===== src/hw/rtl/evr_pkg.sv =====
// Shared constants, operation codes and types for the elementwise vector reducer.
`timescale 1ns / 1ps

package evr_pkg;

  localparam int DATA_W        = 32;
  localparam int MAX_ELEMENTS  = 1024;
  localparam int MAX_PRODUCERS = 64;
  localparam int ADDR_W        = $clog2(MAX_ELEMENTS);
  localparam int PROD_W        = $clog2(MAX_PRODUCERS);
  localparam int LEN_W         = 11;
  localparam int CNT_W         = 7;
  localparam int OP_W          = 3;
  localparam int CFG_IDX_W     = 2;
  localparam int CFG_DATA_W    = 11;

  // Operation codes
  localparam logic [OP_W-1:0] OP_SUM    = 3'd0;
  localparam logic [OP_W-1:0] OP_PROD   = 3'd1;
  localparam logic [OP_W-1:0] OP_MAX    = 3'd2;
  localparam logic [OP_W-1:0] OP_MIN    = 3'd3;
  localparam logic [OP_W-1:0] OP_MINMAX = 3'd4;

  // Register indexes
  localparam logic [CFG_IDX_W-1:0] REG_REDUCE_OP      = 2'd0;
  localparam logic [CFG_IDX_W-1:0] REG_VECTOR_LENGTH  = 2'd1;
  localparam logic [CFG_IDX_W-1:0] REG_PRODUCER_COUNT = 2'd2;

  // Per-item control carried from the sequencer into the combine stage
  typedef struct packed {
    logic [ADDR_W-1:0] idx;
    logic              first;
    logic              last_elem;
    logic              last_prod;
    logic [OP_W-1:0]   op;
  } evr_item_t;

endpackage


===== src/hw/rtl/evr_alu.sv =====
// Combine unit: merges an element into the stored accumulator pair.
`timescale 1ns / 1ps

module evr_alu (
  input  logic [evr_pkg::OP_W-1:0]          op,
  input  logic                              first,
  input  logic signed [evr_pkg::DATA_W-1:0] x,
  input  logic signed [evr_pkg::DATA_W-1:0] acc,
  input  logic signed [evr_pkg::DATA_W-1:0] mx,
  output logic signed [evr_pkg::DATA_W-1:0] acc_out,
  output logic signed [evr_pkg::DATA_W-1:0] mx_out
);

  logic [evr_pkg::DATA_W-1:0] prod;

  assign prod = evr_pkg::DATA_W'(acc * x);

  always_comb begin
    acc_out = acc;
    mx_out  = mx;
    if (first) begin
      acc_out = x;
      mx_out  = x;
    end else begin
      case (op)
        evr_pkg::OP_PROD: acc_out = $signed(prod);
        evr_pkg::OP_MAX:  if (acc < x) acc_out = x;
        evr_pkg::OP_MIN:  if (x < acc) acc_out = x;
        evr_pkg::OP_MINMAX: begin
          if (x < acc) acc_out = x;
          if (mx < x) mx_out = x;
        end
        default: acc_out = acc + x;
      endcase
    end
  end

endmodule


===== config.mk =====
export PLATFORM = sky130hd
export DESIGN_NAME = evr_alu
export DESIGN_NICKNAME = d
export VERILOG_FILES = /design/src/hw/rtl/evr_pkg.sv /design/src/hw/rtl/evr_alu.sv
export SDC_FILE = /design/constraint.sdc
export NUM_CORES = 1
export LEC_CHECK = 0
export ABC_AREA = 1
export BUFFER_PORTS_ARGS = -buffer_cell sky130_fd_sc_hd__buf_4
export CAP_MARGIN = 40
export CORE_ASPECT_RATIO = 0.7
export CORE_MARGIN = 3
export CORE_UTILIZATION = 45
export DETAILED_ROUTE_END_ITERATION = 8
export PLACE_DENSITY = 0.58
export SYNTH_ARGS = -nofsm -noshare
export SYNTH_HDL_FRONTEND = slang
export SYNTH_SLANG_ARGS = --single-unit

===== constraint.sdc =====
create_clock -name vclk -period 18.1
set_input_delay 1.81 -clock vclk [all_inputs]
set_output_delay 1.81 -clock vclk [all_outputs]
set_load 0.05 [all_outputs]

* Word-level counts from Yosys, hierarchy flattened
Cells that the tools add are included.
** Cells by class
- $add $sub $neg :: 1
- Multipliers :: 1
- Magnitude comparators :: 3
- Eq/ne operators :: 4
- Muxes and demuxes :: 7
- Reductions and logical operators :: 1
** Operators with widths (count)
- $mux 32 :: 6
- $lt 32x32->1 :: 3
- $pmux 32 s3 :: 1
- $add 32x32->32 :: 1
- $mul 32x32->32 :: 1
- $eq 3x2->1 const B :: 2
- $eq 3x1->1 const B :: 1
- $eq 3x3->1 const B :: 1
- $reduce_or 2->1 :: 1
** Storage, ports and cells
- Register bits after elaboration :: 0
- Input port bits :: 100
- Output and inout bits :: 64

* Logic depth before layout (Yosys ltp)
- Word-level depth :: 4
- Depth in mapped cells :: 34

* Worst setup path after synthesis
Ideal clock, no wire load.
- Kind :: input -> output
- From :: input port x[17] in the netlist's numbering
- To :: output port acc_out[31] in the netlist's numbering
- Data arrival time :: 8478 ps
- Path slack :: 7812 ps
- Stages on the path :: 25
- Path through :: clkbuf_1 > clkbuf_1 > nand2_1 > fa_1 > inv_1 > fa_1 > inv_1 > fa_1 > inv_1 > fa_1 > inv_1 > fa_1 > fa_1 > inv_1 > fa_1 > fa_1 > ha_1 > inv_1 > nor3_1 > nand2_1 > o211ai_1 > nor2_1 > nand3_1 > nand3_1 > a21oi_1
** Between the ends
- Cells in the longest elaborated chain, start to end :: 4
- Elaborated cells between the ends (all ways) :: 8
- Those cells by class :: add/sub: 1; mul: 1; order compare: 2; mux: 4
** RTL lines
- from (decl) :: RTL line evr_alu.sv:7 : input logic signed [evr_pkg::DATA_W-1:0] x,
- parallel branches: the longest is 2 deep, another holds $mul 32x32->32
- $pmux 32 s3 * :: RTL line evr_alu.sv:25 : case (op)
- $mux 32 * :: RTL line evr_alu.sv:21 : if (first) begin
- to (decl) :: RTL line evr_alu.sv:10 : output logic signed [evr_pkg::DATA_W-1:0] acc_out,
Mark *: on every way between the ends.

* Worst setup path after layout
- From :: input port x[8] in the netlist's numbering
- To :: output port acc_out[28] in the netlist's numbering
The elaborated chain is that of the path after synthesis.

==> impl_metrics.yaml <==
timing:
  fin_tns_setup_ns: 0
  setup_viol: 0
  maxClockFrequency_mhz: 90.3
  worst_slack_ns: 7.03
  fin_crit_ns: 11.07
  rsz0062_at_grt: "false"
  finalHoldViolCount: 0
  slew_headroom: 0.360
  worst_pin_slew_ns: 0.953
  drv_slew: 0
  period_share: 0.612
cells_and_area:
  regArea_um2: 0
  drive_above_1_share: 0.0602
  diodes: 0
  fin_cells: 4171
  area_growth_pct: 6.53
  seq_cell_count: 0
  num-clock-buffers: 0
  final_nets: 4261
  final_area_um2: 24700
detailed_routing:
  wl_um: 86400
  drt_iter0_markers: 1941
  vias: 21900
  wl_per_cell_um: 20.7
  drc: 0
  final_antenna_net_count: 0
  viasPerCell: 5.26
  dr.pass1.iters: 5
global_routing:
  track_usage: 0.319
  antenna_found_initial: 3
  grt_pass1_vias: 22500
  grt_pass1_wl_um: 134000
  grt.overflow.total: 0
  grt_start_max_net_pins: 65
status:
  status: "complete, no violations"
die:
  start_util: 0.463
  die-area_um2: 54200
  die_w_um: 277
  core-area_um2: 50000
  fp.dieH_um: 196
  rows: 68
  io_pins: 164
min_path:
  hold_path_depth: 4
  hp-class: "in2out"
  min_to: "mx_out[31]"
  hp-start: "mx[31]"
worst_setup_path:
  crit_required_ns: 16.29
  critical_path_class: "in2out"
  crit_arrival_ns: 9.26
  crit_path_end_kind: "output port"
  crit_path_start_kind: "input pin"
  cp_max_fo: 29
logic_synthesis:
  yosysMostFrequentCell: "inv_1"
  synthDistinctLibCells: 45
  avgSynthCellArea_um2: 6.63
  yosysSeqAreaShare: 0
  yosysTopAreaCell: "fa_1"
  yosys_warnings: 0
  synth_area_um2: 23100
  synthDominantCellAreaShare: 0.354
  yosys-top-cells-count: "inv_1 (1,013), nand2_1 (961), fa_1 (409)"
  synth_cells: 3494
  syn-num-nets: 4247
  synth_area_leaders: "fa_1 (35%), inv_1 (16%), nand2_1 (16%)"
place:
  dp_hpwl_um: 69800
  dpl-instance-area_um2: 24700
  dp_cells: 4171
  dp_slack_ns: 7.14
  port_buffers: 164
  gp_congestion: 0.972
clocking:
  cts_resized: 0
  cts_hold_buf: 0
  post_cts_buffers: 0
run:
  maxCapViolations: 0
==> worst max path at each step <==
stage	from	endpoint	slack [ns]	cells after the start
after CTS	x[7]	acc_out[28]	7.08	27
after detailed placement	acc[9]	acc_out[27]	7.14	27
after global placement	acc[9]	acc_out[27]	6.95	27
final	x[8]	acc_out[28]	7.03	27
after floorplan	x[17]	acc_out[31]	7.81	25
after global routing	acc[9]	acc_out[28]	6.64	26
==> cells by family (layout without fill, tap and decap cells) <==
logic type               Yosys count  after routing  synth area share
AND/OR/NAND/NOR                 1310           1310             0.231
buffers and inverters           1182           1194             0.193
adder cells (fa/ha/maj)          653            653             0.486
AO/OA/AOI/OAI                    325            325            0.0812
XOR/XNOR                          24             24           0.00908
==> critical path, stage by stage <==
cell	delay, ns
buf_4	0.44
nand2_1	0.16
fa_1	0.45
inv_1	0.08
fa_1	0.43
fa_1	0.54
inv_1	0.06
fa_1	0.47
inv_1	0.05
fa_1	0.50
inv_1	0.06
fa_1	0.53
inv_1	0.05
fa_1	0.53
fa_1	0.43
ha_1	0.38
nand2_1	0.12
nor4_1	0.46
nand4_1	0.16
nand3_1	0.21
nand2_1	0.08
o211ai_1	0.16
nor2_1	0.10
o21ai_0	0.52
o21ai_1	0.15
inv_1	0.08
buf_4	0.19
==> cells in the final DEF (no fill, tap or decap), types with 5 or more instances in the layout <==
cell type,count
nand2_1,961
inv_1,1012
nand4_1,17
fa_1,409
nor2_1,89
nand3_1,181
ha_1,244
buf_4,174
nand3b_1,5
nor4_1,6
o21bai_1,11
o22ai_1,18
o21ai_1,15
o211ai_1,39
inv_2,7
a21o_1,10
or2_2,7
nor3_1,19
xnor2_1,10
a31oi_1,7
nand2_2,12
o21ai_0,83
a21oi_1,121
xor2_1,14
==> per-layer routing <==
layer | wire, µm | track usage | vias up
met3 | 8260 | 0.0679 | 108
met4 | 2010 | 0.0595 | 4
li1 | - | - | 10200
met1 | 39000 | 0.459 | 10700
met5 | 27 | 0.00354 | -
met2 | 37100 | 0.498 | 926
==> metrics by stage <==
stage / util / hold WS (ns)
2_1_floorplan: - / 3.90
3_3_place_gp: 0.493 / 4.02
3_5_place_dp: 0.493 / 4.02
4_1_cts: 0.493 / 4.02
5_1_grt: 0.493 / 4.04
6_report: 0.493 / 4.02
==> cell type report <==
class	instances	area [µm²]
timing repair buffer	174	1310
fill	5150	25400
inverter	1020	3830
tap	665	832
multi-input combinational	2312	18700
Power is not shown: default switching activity piles up to over one toggle a cycle in this logic, so the estimate is an artifact.
