**config.mk**
```make
export PLATFORM = sky130hd
export DESIGN_NAME = evr_seq
export DESIGN_NICKNAME = d
export VERILOG_FILES = /design/src/hw/rtl/evr_pkg.sv /design/src/hw/rtl/evr_seq.sv
export SDC_FILE = /design/constraint.sdc
export NUM_CORES = 1
export LEC_CHECK = 0
export BUFFER_PORTS_ARGS = -buffer_cell sky130_fd_sc_hd__buf_4
export CAP_MARGIN = 25
export CORE_ASPECT_RATIO = 0.75
export CORE_MARGIN = 3
export CORE_UTILIZATION = 57
export DETAILED_ROUTE_END_ITERATION = 8
export PLACE_DENSITY = 0.87
export SYNTH_ARGS = -nofsm -noshare
export SYNTH_HDL_FRONTEND = slang
export SYNTH_SLANG_ARGS = --single-unit
```
**constraint.sdc**
```tcl
create_clock -name clk -period 4.13 [get_ports clk]
set_clock_uncertainty 0.1 [all_clocks]
set_input_delay 1.0325 -clock clk [delete_from_list [all_inputs] [get_ports clk]]
set_output_delay 1.0325 -clock clk [all_outputs]
set_load 0.01 [all_outputs]
```
**src/hw/rtl/evr_pkg.sv**
```systemverilog
// Shared constants, operation codes and types for the elementwise vector reducer.
`timescale 1ns / 1ps

package evr_pkg;

  localparam int DATA_W        = 32;
  localparam int MAX_ELEMENTS  = 1024;
  localparam int MAX_PRODUCERS = 64;
  localparam int ADDR_W        = $clog2(MAX_ELEMENTS);
  localparam int PROD_W        = $clog2(MAX_PRODUCERS);
  localparam int LEN_W         = 11;
  localparam int CNT_W         = 7;
  localparam int OP_W          = 3;
  localparam int CFG_IDX_W     = 2;
  localparam int CFG_DATA_W    = 11;

  // Operation codes
  localparam logic [OP_W-1:0] OP_SUM    = 3'd0;
  localparam logic [OP_W-1:0] OP_PROD   = 3'd1;
  localparam logic [OP_W-1:0] OP_MAX    = 3'd2;
  localparam logic [OP_W-1:0] OP_MIN    = 3'd3;
  localparam logic [OP_W-1:0] OP_MINMAX = 3'd4;

  // Register indexes
  localparam logic [CFG_IDX_W-1:0] REG_REDUCE_OP      = 2'd0;
  localparam logic [CFG_IDX_W-1:0] REG_VECTOR_LENGTH  = 2'd1;
  localparam logic [CFG_IDX_W-1:0] REG_PRODUCER_COUNT = 2'd2;

  // Per-item control carried from the sequencer into the combine stage
  typedef struct packed {
    logic [ADDR_W-1:0] idx;
    logic              first;
    logic              last_elem;
    logic              last_prod;
    logic [OP_W-1:0]   op;
  } evr_item_t;

endpackage

```
**src/hw/rtl/evr_seq.sv**
```systemverilog
// Configuration registers and element/producer counters that tag each item.
`timescale 1ns / 1ps

module evr_seq (
  input  logic                              clk,
  input  logic                              rst_n,
  input  logic                              cfg_we,
  input  logic [evr_pkg::CFG_IDX_W-1:0]     cfg_idx,
  input  logic [evr_pkg::CFG_DATA_W-1:0]    cfg_wdata,
  input  logic                              advance,
  output evr_pkg::evr_item_t                item
);

  logic [evr_pkg::OP_W-1:0]   reduce_op_r;
  logic [evr_pkg::LEN_W-1:0]  vector_length_r;
  logic [evr_pkg::CNT_W-1:0]  producer_count_r;
  logic [evr_pkg::ADDR_W-1:0] elem_cnt_r, elem_cnt_nxt;
  logic [evr_pkg::PROD_W-1:0] prod_cnt_r, prod_cnt_nxt;
  logic [evr_pkg::LEN_W-1:0]  len_eff;
  logic [evr_pkg::CNT_W-1:0]  cnt_eff;
  logic [evr_pkg::LEN_W-1:0]  elem_next;
  logic [evr_pkg::CNT_W-1:0]  prod_next;
  logic                       last_elem;
  logic                       last_prod;

  always_ff @(posedge clk) begin
    if (!rst_n) begin
      reduce_op_r      <= evr_pkg::OP_SUM;
      vector_length_r  <= evr_pkg::LEN_W'(1);
      producer_count_r <= evr_pkg::CNT_W'(1);
    end else if (cfg_we) begin
      case (cfg_idx)
        evr_pkg::REG_REDUCE_OP:      reduce_op_r <= cfg_wdata[evr_pkg::OP_W-1:0];
        evr_pkg::REG_VECTOR_LENGTH:  vector_length_r <= cfg_wdata[evr_pkg::LEN_W-1:0];
        evr_pkg::REG_PRODUCER_COUNT: producer_count_r <= cfg_wdata[evr_pkg::CNT_W-1:0];
        default: ;
      endcase
    end
  end

  // clamp the configured extents into their legal ranges
  always_comb begin
    if (vector_length_r == '0) begin
      len_eff = evr_pkg::LEN_W'(1);
    end else if (vector_length_r > evr_pkg::LEN_W'(evr_pkg::MAX_ELEMENTS)) begin
      len_eff = evr_pkg::LEN_W'(evr_pkg::MAX_ELEMENTS);
    end else begin
      len_eff = vector_length_r;
    end
    if (producer_count_r == '0) begin
      cnt_eff = evr_pkg::CNT_W'(1);
    end else if (producer_count_r > evr_pkg::CNT_W'(evr_pkg::MAX_PRODUCERS)) begin
      cnt_eff = evr_pkg::CNT_W'(evr_pkg::MAX_PRODUCERS);
    end else begin
      cnt_eff = producer_count_r;
    end
  end

  assign elem_next = evr_pkg::LEN_W'(elem_cnt_r) + evr_pkg::LEN_W'(1);
  assign prod_next = evr_pkg::CNT_W'(prod_cnt_r) + evr_pkg::CNT_W'(1);
  assign last_elem = elem_next >= len_eff;
  assign last_prod = prod_next >= cnt_eff;

  always_comb begin
    elem_cnt_nxt = elem_cnt_r;
    prod_cnt_nxt = prod_cnt_r;
    if (advance) begin
      if (last_elem) begin
        elem_cnt_nxt = '0;
        prod_cnt_nxt = last_prod ? '0 : prod_next[evr_pkg::PROD_W-1:0];
      end else begin
        elem_cnt_nxt = elem_next[evr_pkg::ADDR_W-1:0];
      end
    end
  end

  always_ff @(posedge clk) begin
    if (!rst_n) begin
      elem_cnt_r <= '0;
      prod_cnt_r <= '0;
    end else begin
      elem_cnt_r <= elem_cnt_nxt;
      prod_cnt_r <= prod_cnt_nxt;
    end
  end

  always_comb begin
    item.idx       = elem_cnt_r;
    item.first     = (prod_cnt_r == '0);
    item.last_elem = last_elem;
    item.last_prod = last_prod;
    // unknown codes act as sum
    item.op        = (reduce_op_r > evr_pkg::OP_MINMAX) ? evr_pkg::OP_SUM : reduce_op_r;
  end

endmodule

```
# Word-level counts from Yosys, hierarchy flattened
# Index checks and enable logic that the tools add are counted.
[word_totals]
wordCells = 29
register_bits = 37
inputBits = 17
[classes]
n_mux = 7
n_addsub = 2
n_reduce_logical = 8
eq_ne = 2
order_cmp = 5
[op_table]
columns = ["op", "n"]
rows = [
  ["two-way mux 11 bit", 2],
  ["two-way mux 7 bit", 2],
  ["adder 10 x 1 -> 11 bit (second input constant)", 1],
  [">= comparator 11 bit", 1],
  ["> comparator 11 bit (second input constant)", 1],
  ["zero test 11 bit", 1],
  ["two-way mux 10 bit", 1],
  ["AND reduction 2 bit", 4],
  ["adder 6 x 1 -> 7 bit (second input constant)", 1],
  [">= comparator 7 bit", 1],
  ["> comparator 7 bit (second input constant)", 1],
  ["zero test 7 bit", 1],
  ["zero test 6 bit", 1],
  ["two-way mux 6 bit", 1],
  ["> comparator 3 bit (second input constant)", 1],
  ["two-way mux 3 bit", 1],
  ["== test 2 x 1 -> 1 bit (second input constant)", 1],
  ["== test 2 bit (second input constant)", 1],
  ["zero test 2 bit", 1],
]

# Depth between registers and ports, before layout
# Gate-level depths: netlist of run 1.
[logic_depth]
depth_word = 5
depth_mapped = 14
mapped_depth_nobuf = 13

# Worst setup path before layout of run 1
# No wires, ideal clock.
[synth_timing]
path_type = "register to output"
startpoint = "register elem_cnt_r[0] in the netlist's numbering"
endpoint = "output port item[4] in the netlist's numbering"
path_buffers = 2
t_arrival_ns = 2.378
stages_incl_launch_ff = 14
setup_slack_ns = 0.620
cell_sequence = "dfxtp_1 -> ha_1 -> nand3_1 -> nor2_1 -> nand4_1 -> xnor2_1 -> ha_1 -> nand4_1 -> nor3_1 -> a21oi_1 -> and2_1 -> buf_2 -> inv_4 -> buf_4"
[synth_between]
elab_chain_cells = 2
[synth_rtl]
columns = ["element", "line", "source"]
rows = [
  ["start: declaration", "evr_seq.sv:17", "logic [evr_pkg::ADDR_W-1:0] elem_cnt_r, elem_cnt_nxt;"],
  ["start signal: assignment", "evr_seq.sv:82", "elem_cnt_r <= elem_cnt_nxt;"],
  ["adder 10 x 1 -> 11 bit", "evr_seq.sv:59", "assign elem_next = evr_pkg::LEN_W'(elem_cnt_r) + evr_pkg::LEN_W'(1);"],
  [">= comparator 11 bit", "evr_seq.sv:61", "assign last_elem = elem_next >= len_eff;"],
  ["end: declaration", "evr_seq.sv:11", "output evr_pkg::evr_item_t item"],
]
# No other way between the ends.

==> results.sh, run 1 <==
export IMPL_synth_async_reset_ratio=0
export IMPL_cp_data_arrival_time_ps=2840
export IMPL_coreArea_sq_um=3780
export IMPL_path_cells="ha_1 -> nand3_2 -> nor2_2 -> nand4_1 -> xnor2_2 -> ha_1 -> nand4_1 -> nor3_1 -> a21oi_1 -> and2_1 -> inv_4 -> buf_4"
export IMPL_initialDrtViolationCount=155
export IMPL_crit_type="reg2out"
export IMPL_diodes=0
export IMPL_syn_to_final_growth_pct=16.7
export IMPL_ys_types=42
export IMPL_htreeDepth=2
export IMPL_ys_warn_count=0
export IMPL_grt_overflow=0
export IMPL_max_clock_freq_mhz=252
export IMPL_seq_area_frac_synth=0.322
export IMPL_post_place_cells=354
export IMPL_die_width_um=79.4
export IMPL_tns_ps=0
export IMPL_post_route_period_util=0.961
export IMPL_required_ps=3000
export IMPL_holdCritPathClass="reg2reg"
export IMPL_grt_max_degree=41
export IMPL_synth_seq_cells=37
export IMPL_whs_path_depth=2
export IMPL_start_util=0.609
export IMPL_r2r_cells=13
export IMPL_syn_nets=320
export IMPL_p_per_area_nw_per_um2=318
export IMPL_grtUsageTotal=0.223
export IMPL_critical_path_buf_inv_count=2
export IMPL_cp_start_kind="register"
export IMPL_endpoint_kind="output port"
export IMPL_hp_start="vector_length_r[9]"
export IMPL_cts_tree="built"
export IMPL_crit_path_max_fanout=10
export IMPL_critical_path_top_delay_family="simple AND/OR/NAND/NOR gates"
export IMPL_status="complete, no violations"
export IMPL_synth_edf_count=0
export IMPL_syn_area_per_cell_sq_um=8.16
export IMPL_vias=2061
export IMPL_die_area_sq_um=4840
export IMPL_place_congestion=0.871
export IMPL_clkSinkCount=37
export IMPL_postCtsHoldBufs=0
export IMPL_maxCapViolCount=0
export IMPL_min_to="vector_length_r[9]"
export IMPL_r2r_end="elem_cnt_r[5]"
export IMPL_period_needed_ps=3970
export IMPL_cts_max_path_buffers=2
export IMPL_rows=19
export IMPL_cts_inserted_buffers=5
export IMPL_viasPerCell=5.69
export IMPL_fin_nets=347
export IMPL_portBuffers=32
export IMPL_die_y_um=61.0
export IMPL_grt_pass1_vias=1877
export IMPL_ios=33
export IMPL_power_leakage_nw=1.16
export IMPL_rr_startpoint="elem_cnt_r[0]"
export IMPL_slowest_delay_ps=430
export IMPL_cts_setup_buffers=0
export IMPL_hold_violations=0
export IMPL_cts_root_buf="clkbuf_8"
export IMPL_cp_slowest_cell="dfxtp_1"
export IMPL_clock_latency_ps=290
export IMPL_routed_wl_um=5180
export IMPL_grt_pass1_wl_um=8520
export IMPL_dpl_cell_area_sq_um=2550
export IMPL_antenna_left=0
export IMPL_firstDrtPassIters=4
export IMPL_fin_area_sq_um=2690
export IMPL_finalSetupViolations=0
export IMPL_cts_resized_gates=0
export IMPL_synth_ff_type="dfxtp_1"
export IMPL_relSlewSlack=0.512
export IMPL_synth_area_sq_um=2300
export IMPL_drive_gt1_frac=0.161
export IMPL_path_clk_slew_ps=80
export IMPL_max_vdd_ir_drop_v=0.000221
export IMPL_syn_inst=282
export IMPL_dp_hpwl_um=3750
export IMPL_drc=0
export IMPL_wl_per_cell_um=14.3
export IMPL_fin_cells=362
export IMPL_slew_violations=0
export IMPL_antenna_found_initial=0
export IMPL_r2r_setup_slack_ps=1010
export IMPL_worst_pin_slew_ps=729
==> area by class of cell <==
| cell class | count | area (sq um) |
|---|---|---|
| clock buffer | 5 | 68.8 |
| tap | 52 | 65.1 |
| timing repair buffer | 33 | 248 |
| inverter | 9 | 36.3 |
| multi-input combinational | 223 | 1480 |
| clock inverter | 3 | 46.3 |
| fill | 299 | 1090 |
| sequential | 37 | 741 |
==> registers in the layout, summed over array words and instances, names as in the netlist <==
name and flops:
reduce_op_r 3, prod_cnt_r 6, vector_length_r 11, elem_cnt_r 10
producer_count_r 7
==> where the power goes <==
group          leakage [nW]  internal, mW  switching, mW
clock                0.0543         0.181          0.138
sequential            0.300         0.367         0.0105
combinational         0.802        0.0666         0.0921
total                  1.16         0.614          0.241
==> routing by layer <==
layer,vias to the layer above,wire (um),global-route usage
li1,1026,-,-
met1,953,2460,0.291
met2,71,2330,0.376
met3,11,320,0.0497
met4,0,71,0.0711
met5,-,0,0
==> through the flow <==
stage	util	setup WS (ps)	hold WS [ps]	total power [mW]
2_1_floorplan	-	620	345	0.491
3_3_place_gp	0.676	604	360	0.533
3_5_place_dp	0.676	473	380	0.540
4_1_cts	0.706	128	390	0.856
5_1_grt	0.710	-3.76	414	0.893
6_report	0.710	162	391	0.855
==> placed cells by master, fill, tap and decap left out, drive strengths merged, types with 2 or more instances in the layout <==
cell type  Yosys  final
buf            4     33
clkbuf         9      5
xor2           5      5
ha            21     21
nor2b         13     13
nand4          5      5
inv            8      8
clkinv         1      2
nand2         54     54
and2           2      2
mux2i         10     10
a32o           2      2
a21o           2      2
xnor2          7      7
o21ai         15     15
nor2          13     13
nand3         13     13
nor3           4      4
nand2b         2      2
a21boi        22     22
nor4           3      3
dfxtp         37     37
a21oi         11     11
and3           5      5
nor3b          4      4
==> worst max-delay path by stage <==
stage          slack, ps     startpoint  cells past startpoint       to
2_1_floorplan        620  elem_cnt_r[0]                     13  item[4]
3_3_place_gp         600  elem_cnt_r[0]                     12  item[4]
3_5_place_dp         470  elem_cnt_r[0]                     12  item[4]
4_1_cts              130  elem_cnt_r[0]                     12  item[4]
5_1_grt               -4  elem_cnt_r[0]                     12  item[4]
6_report             160  elem_cnt_r[0]                     12  item[4]
==> worst min-delay path, stage by stage, from the launching register on <==
cell and delay, ps:
dfxtp_1 330, nand2_1 60, a21boi_0 60
==> cell families (layout without fill, tap and decap cells) <==
family | count (synthesis) | after routing | share of synthesized area
fa+ha+maj | 21 | 21 | 0.114
simple gates | 123 | 123 | 0.270
compound gates | 57 | 57 | 0.160
mux | 10 | 10 | 0.0435
xor+xnor | 12 | 12 | 0.0489
buf+inv | 22 | 50 | 0.0413
flops | 37 | 37 | 0.322
==> cells in the mapped netlist (all sizes together) (7+ instances only) <==
cell | number | share of area
nand3 | 13 | 0.034
a21oi | 11 | 0.024
clkbuf | 9 | 0.015
xnor2 | 7 | 0.027
mux2i | 10 | 0.044
nand2 | 54 | 0.088
o21ai | 15 | 0.033
nor2 | 13 | 0.021
dfxtp | 37 | 0.32
inv | 8 | 0.014
a21boi | 22 | 0.072
ha | 21 | 0.11
nor2b | 13 | 0.035
Power figures use the tool's default switching activity.
==> run 2: changes to the inputs <==
BUFFER_PORTS_ARGS = not set   (was -buffer_cell sky130_fd_sc_hd__buf_4)
CORE_UTILIZATION = 63   (was 57)
DONT_BUFFER_PORTS = 1   (was not set)
RECOVER_POWER = 50   (was not set)
==> run 2 against run 1 <==
Critical endpoint unchanged; cell count shrank 9.4%; maximum frequency grew 5.3%; worst hold slack better by 3.3 ps.
==> results.sh, run 2 (synthesized netlist as in run 1, its figures left out) <==
export IMPL_coreArea_sq_um=3400
export IMPL_endpoint_kind="output port"
export IMPL_dpl_cell_area_sq_um=2310
export IMPL_fin_nets=315
export IMPL_cts_tree="built"
export IMPL_initialDrtViolationCount=81
export IMPL_portBuffers=0
export IMPL_cts_inserted_buffers=5
export IMPL_rsz0062_at_grt="no"
export IMPL_worst_slack_ps=363
export IMPL_cp_data_arrival_time_ps=2630
export IMPL_htreeDepth=2
export IMPL_reg_top3="vector_length_r: 11 flops, elem_cnt_r: 10 flops, producer_count_r: 7 flops"
export IMPL_max_clock_freq_mhz=265
export IMPL_final_cell_mix="nand2_1, dfxtp_1, ha_1"
export IMPL_rows=18
export IMPL_post_place_cells=320
export IMPL_firstDrtPassIters=4
export IMPL_die_width_um=75.8
export IMPL_tns_ps=0
export IMPL_start_util=0.677
export IMPL_routed_wl_um=4730
export IMPL_post_route_period_util=0.912
export IMPL_preCtsSetupSlack_ps=483
export IMPL_cts_root_buf="clkbuf_8"
export IMPL_relSlewSlack=0.506
export IMPL_crit_type="reg2out"
export IMPL_required_ps=3000
export IMPL_viasPerCell=5.88
export IMPL_cp_common_cell="nand4_1"
export IMPL_grt_pass1_wl_um=8160
export IMPL_cp_slowest_cell="dfxtp_2"
export IMPL_path_clk_slew_ps=80
export IMPL_diodes=0
export IMPL_grt_max_degree=41
export IMPL_mostFrequentLayoutCell="nand2_1"
export IMPL_grt_pass1_vias=1815
export IMPL_clkSinkCount=37
export IMPL_holdCritPathClass="reg2reg"
export IMPL_r2r_setup_slack_ps=1110
export IMPL_clock_latency_ps=290
export IMPL_regMostFlops="vector_length_r"
export IMPL_largest_register_ffs=11
export IMPL_antenna_left=0
export IMPL_cts_setup_buffers=0
export IMPL_dp_hpwl_um=3470
export IMPL_p_total_mw=0.812
export IMPL_path_cells="ha_2 -> nand3_2 -> nor2_2 -> nand4_1 -> xnor2_1 -> ha_1 -> nand4_1 -> nor3_1 -> a21oi_1 -> and2_1 -> inv_4"
export IMPL_antenna_found_initial=0
export IMPL_drc=0
export IMPL_cts_max_path_buffers=2
export IMPL_fin_cells=328
export IMPL_place_congestion=0.809
export IMPL_drive_gt1_frac=0.0683
export IMPL_power_leakage_nw=0.985
export IMPL_wl_per_cell_um=14.4
export IMPL_critical_path_top_delay_family="simple AND/OR/NAND/NOR gates"
export IMPL_slowest_delay_ps=410
export IMPL_syn_to_final_growth_pct=5.87
export IMPL_grt_overflow=0
export IMPL_vias=1927
export IMPL_crit_path_max_fanout=10
export IMPL_critical_path_buf_inv_count=1
export IMPL_die_y_um=58.3
export IMPL_hold_violations=0
export IMPL_fin_area_sq_um=2440
export IMPL_worst_pin_slew_ps=739
export IMPL_finalSetupViolations=0
export IMPL_max_vdd_ir_drop_v=0.000249
export IMPL_cp_start_kind="register"
export IMPL_ios=33
export IMPL_die_area_sq_um=4420
export IMPL_slew_violations=0
export IMPL_status="complete, no violations"
export IMPL_maxCapViolCount=0
export IMPL_period_needed_ps=3770
export IMPL_grtUsageTotal=0.238
export IMPL_p_per_area_nw_per_um2=334
export IMPL_postCtsHoldBufs=0
==> run 2: changes by cell type in the layout (fill, tap and decap cells not counted), sizes merged <==
| cell | before | now |
|---|---|---|
| clkinvlp | 1 | 0 |
| clkbuf | 5 | 6 |
| buf | 33 | 1 |
==> run 2: timing repair <==
| item | 4_1_cts | 5_1_grt |
|---|---|---|
| endpoints found under the hold margin | 0 | 0 |
| setup endpoints to repair | 0 | 1 |
| gates resized for setup | 0 | 5 |
==> run 2: per-layer routing <==
| metal | wire length (um) | GRT usage | vias up |
|---|---|---|---|
| met1 | 2340 | 0.342 | 902 |
| met5 | 0 | 0 | - |
| li1 | - | - | 965 |
| met3 | 282 | 0.0666 | 12 |
| met4 | 85 | 0.0823 | 0 |
| met2 | 2020 | 0.343 | 48 |
==> run 2: worst register-to-register path: stages (launching register included) <==
cell	delay [ps]
dfxtp_2	410
ha_2	240
nand3_2	140
nor2_2	190
nand4_1	130
xnor2_1	180
ha_1	320
nand4_1	120
nor3_1	200
a21oi_1	80
and2_1	190
buf_4	200
a21o_1	180
a32o_1	240
==> run 2: power by group <==
part | internal [mW] | leakage, nW | switching, mW
Combinational | 0.0455 | 0.629 | 0.0729
Clock | 0.181 | 0.0554 | 0.134
Sequential | 0.367 | 0.301 | 0.0113
Total | 0.594 | 0.985 | 0.219
==> run 2: per-stage QoR <==
step,utilization,hold slack [ps]
floorplan,-,345
global placement,0.680,370
detailed placement,0.680,379
CTS,0.713,390
global route,0.716,421
finish,0.716,394
==> run 2: cell type report <==
cell class,count,area [sq um]
timing repair buffer,1,7.51
tap,50,62.6
clock inverter,2,38.8
multi-input combinational,223,1480
fill,265,965
clock buffer,6,72.6
sequential,37,743
inverter,9,36.3
==> run 2: final timing paths <==
kind | startpoint | end | cells after the start
setup / recovery | elem_cnt_r[0] | item[4] | 11
hold / removal | vector_length_r[8] | vector_length_r[8] | 2
setup reg to reg | elem_cnt_r[0] | elem_cnt_r[5] | 13
hold reg to reg | vector_length_r[8] | vector_length_r[8] | 2
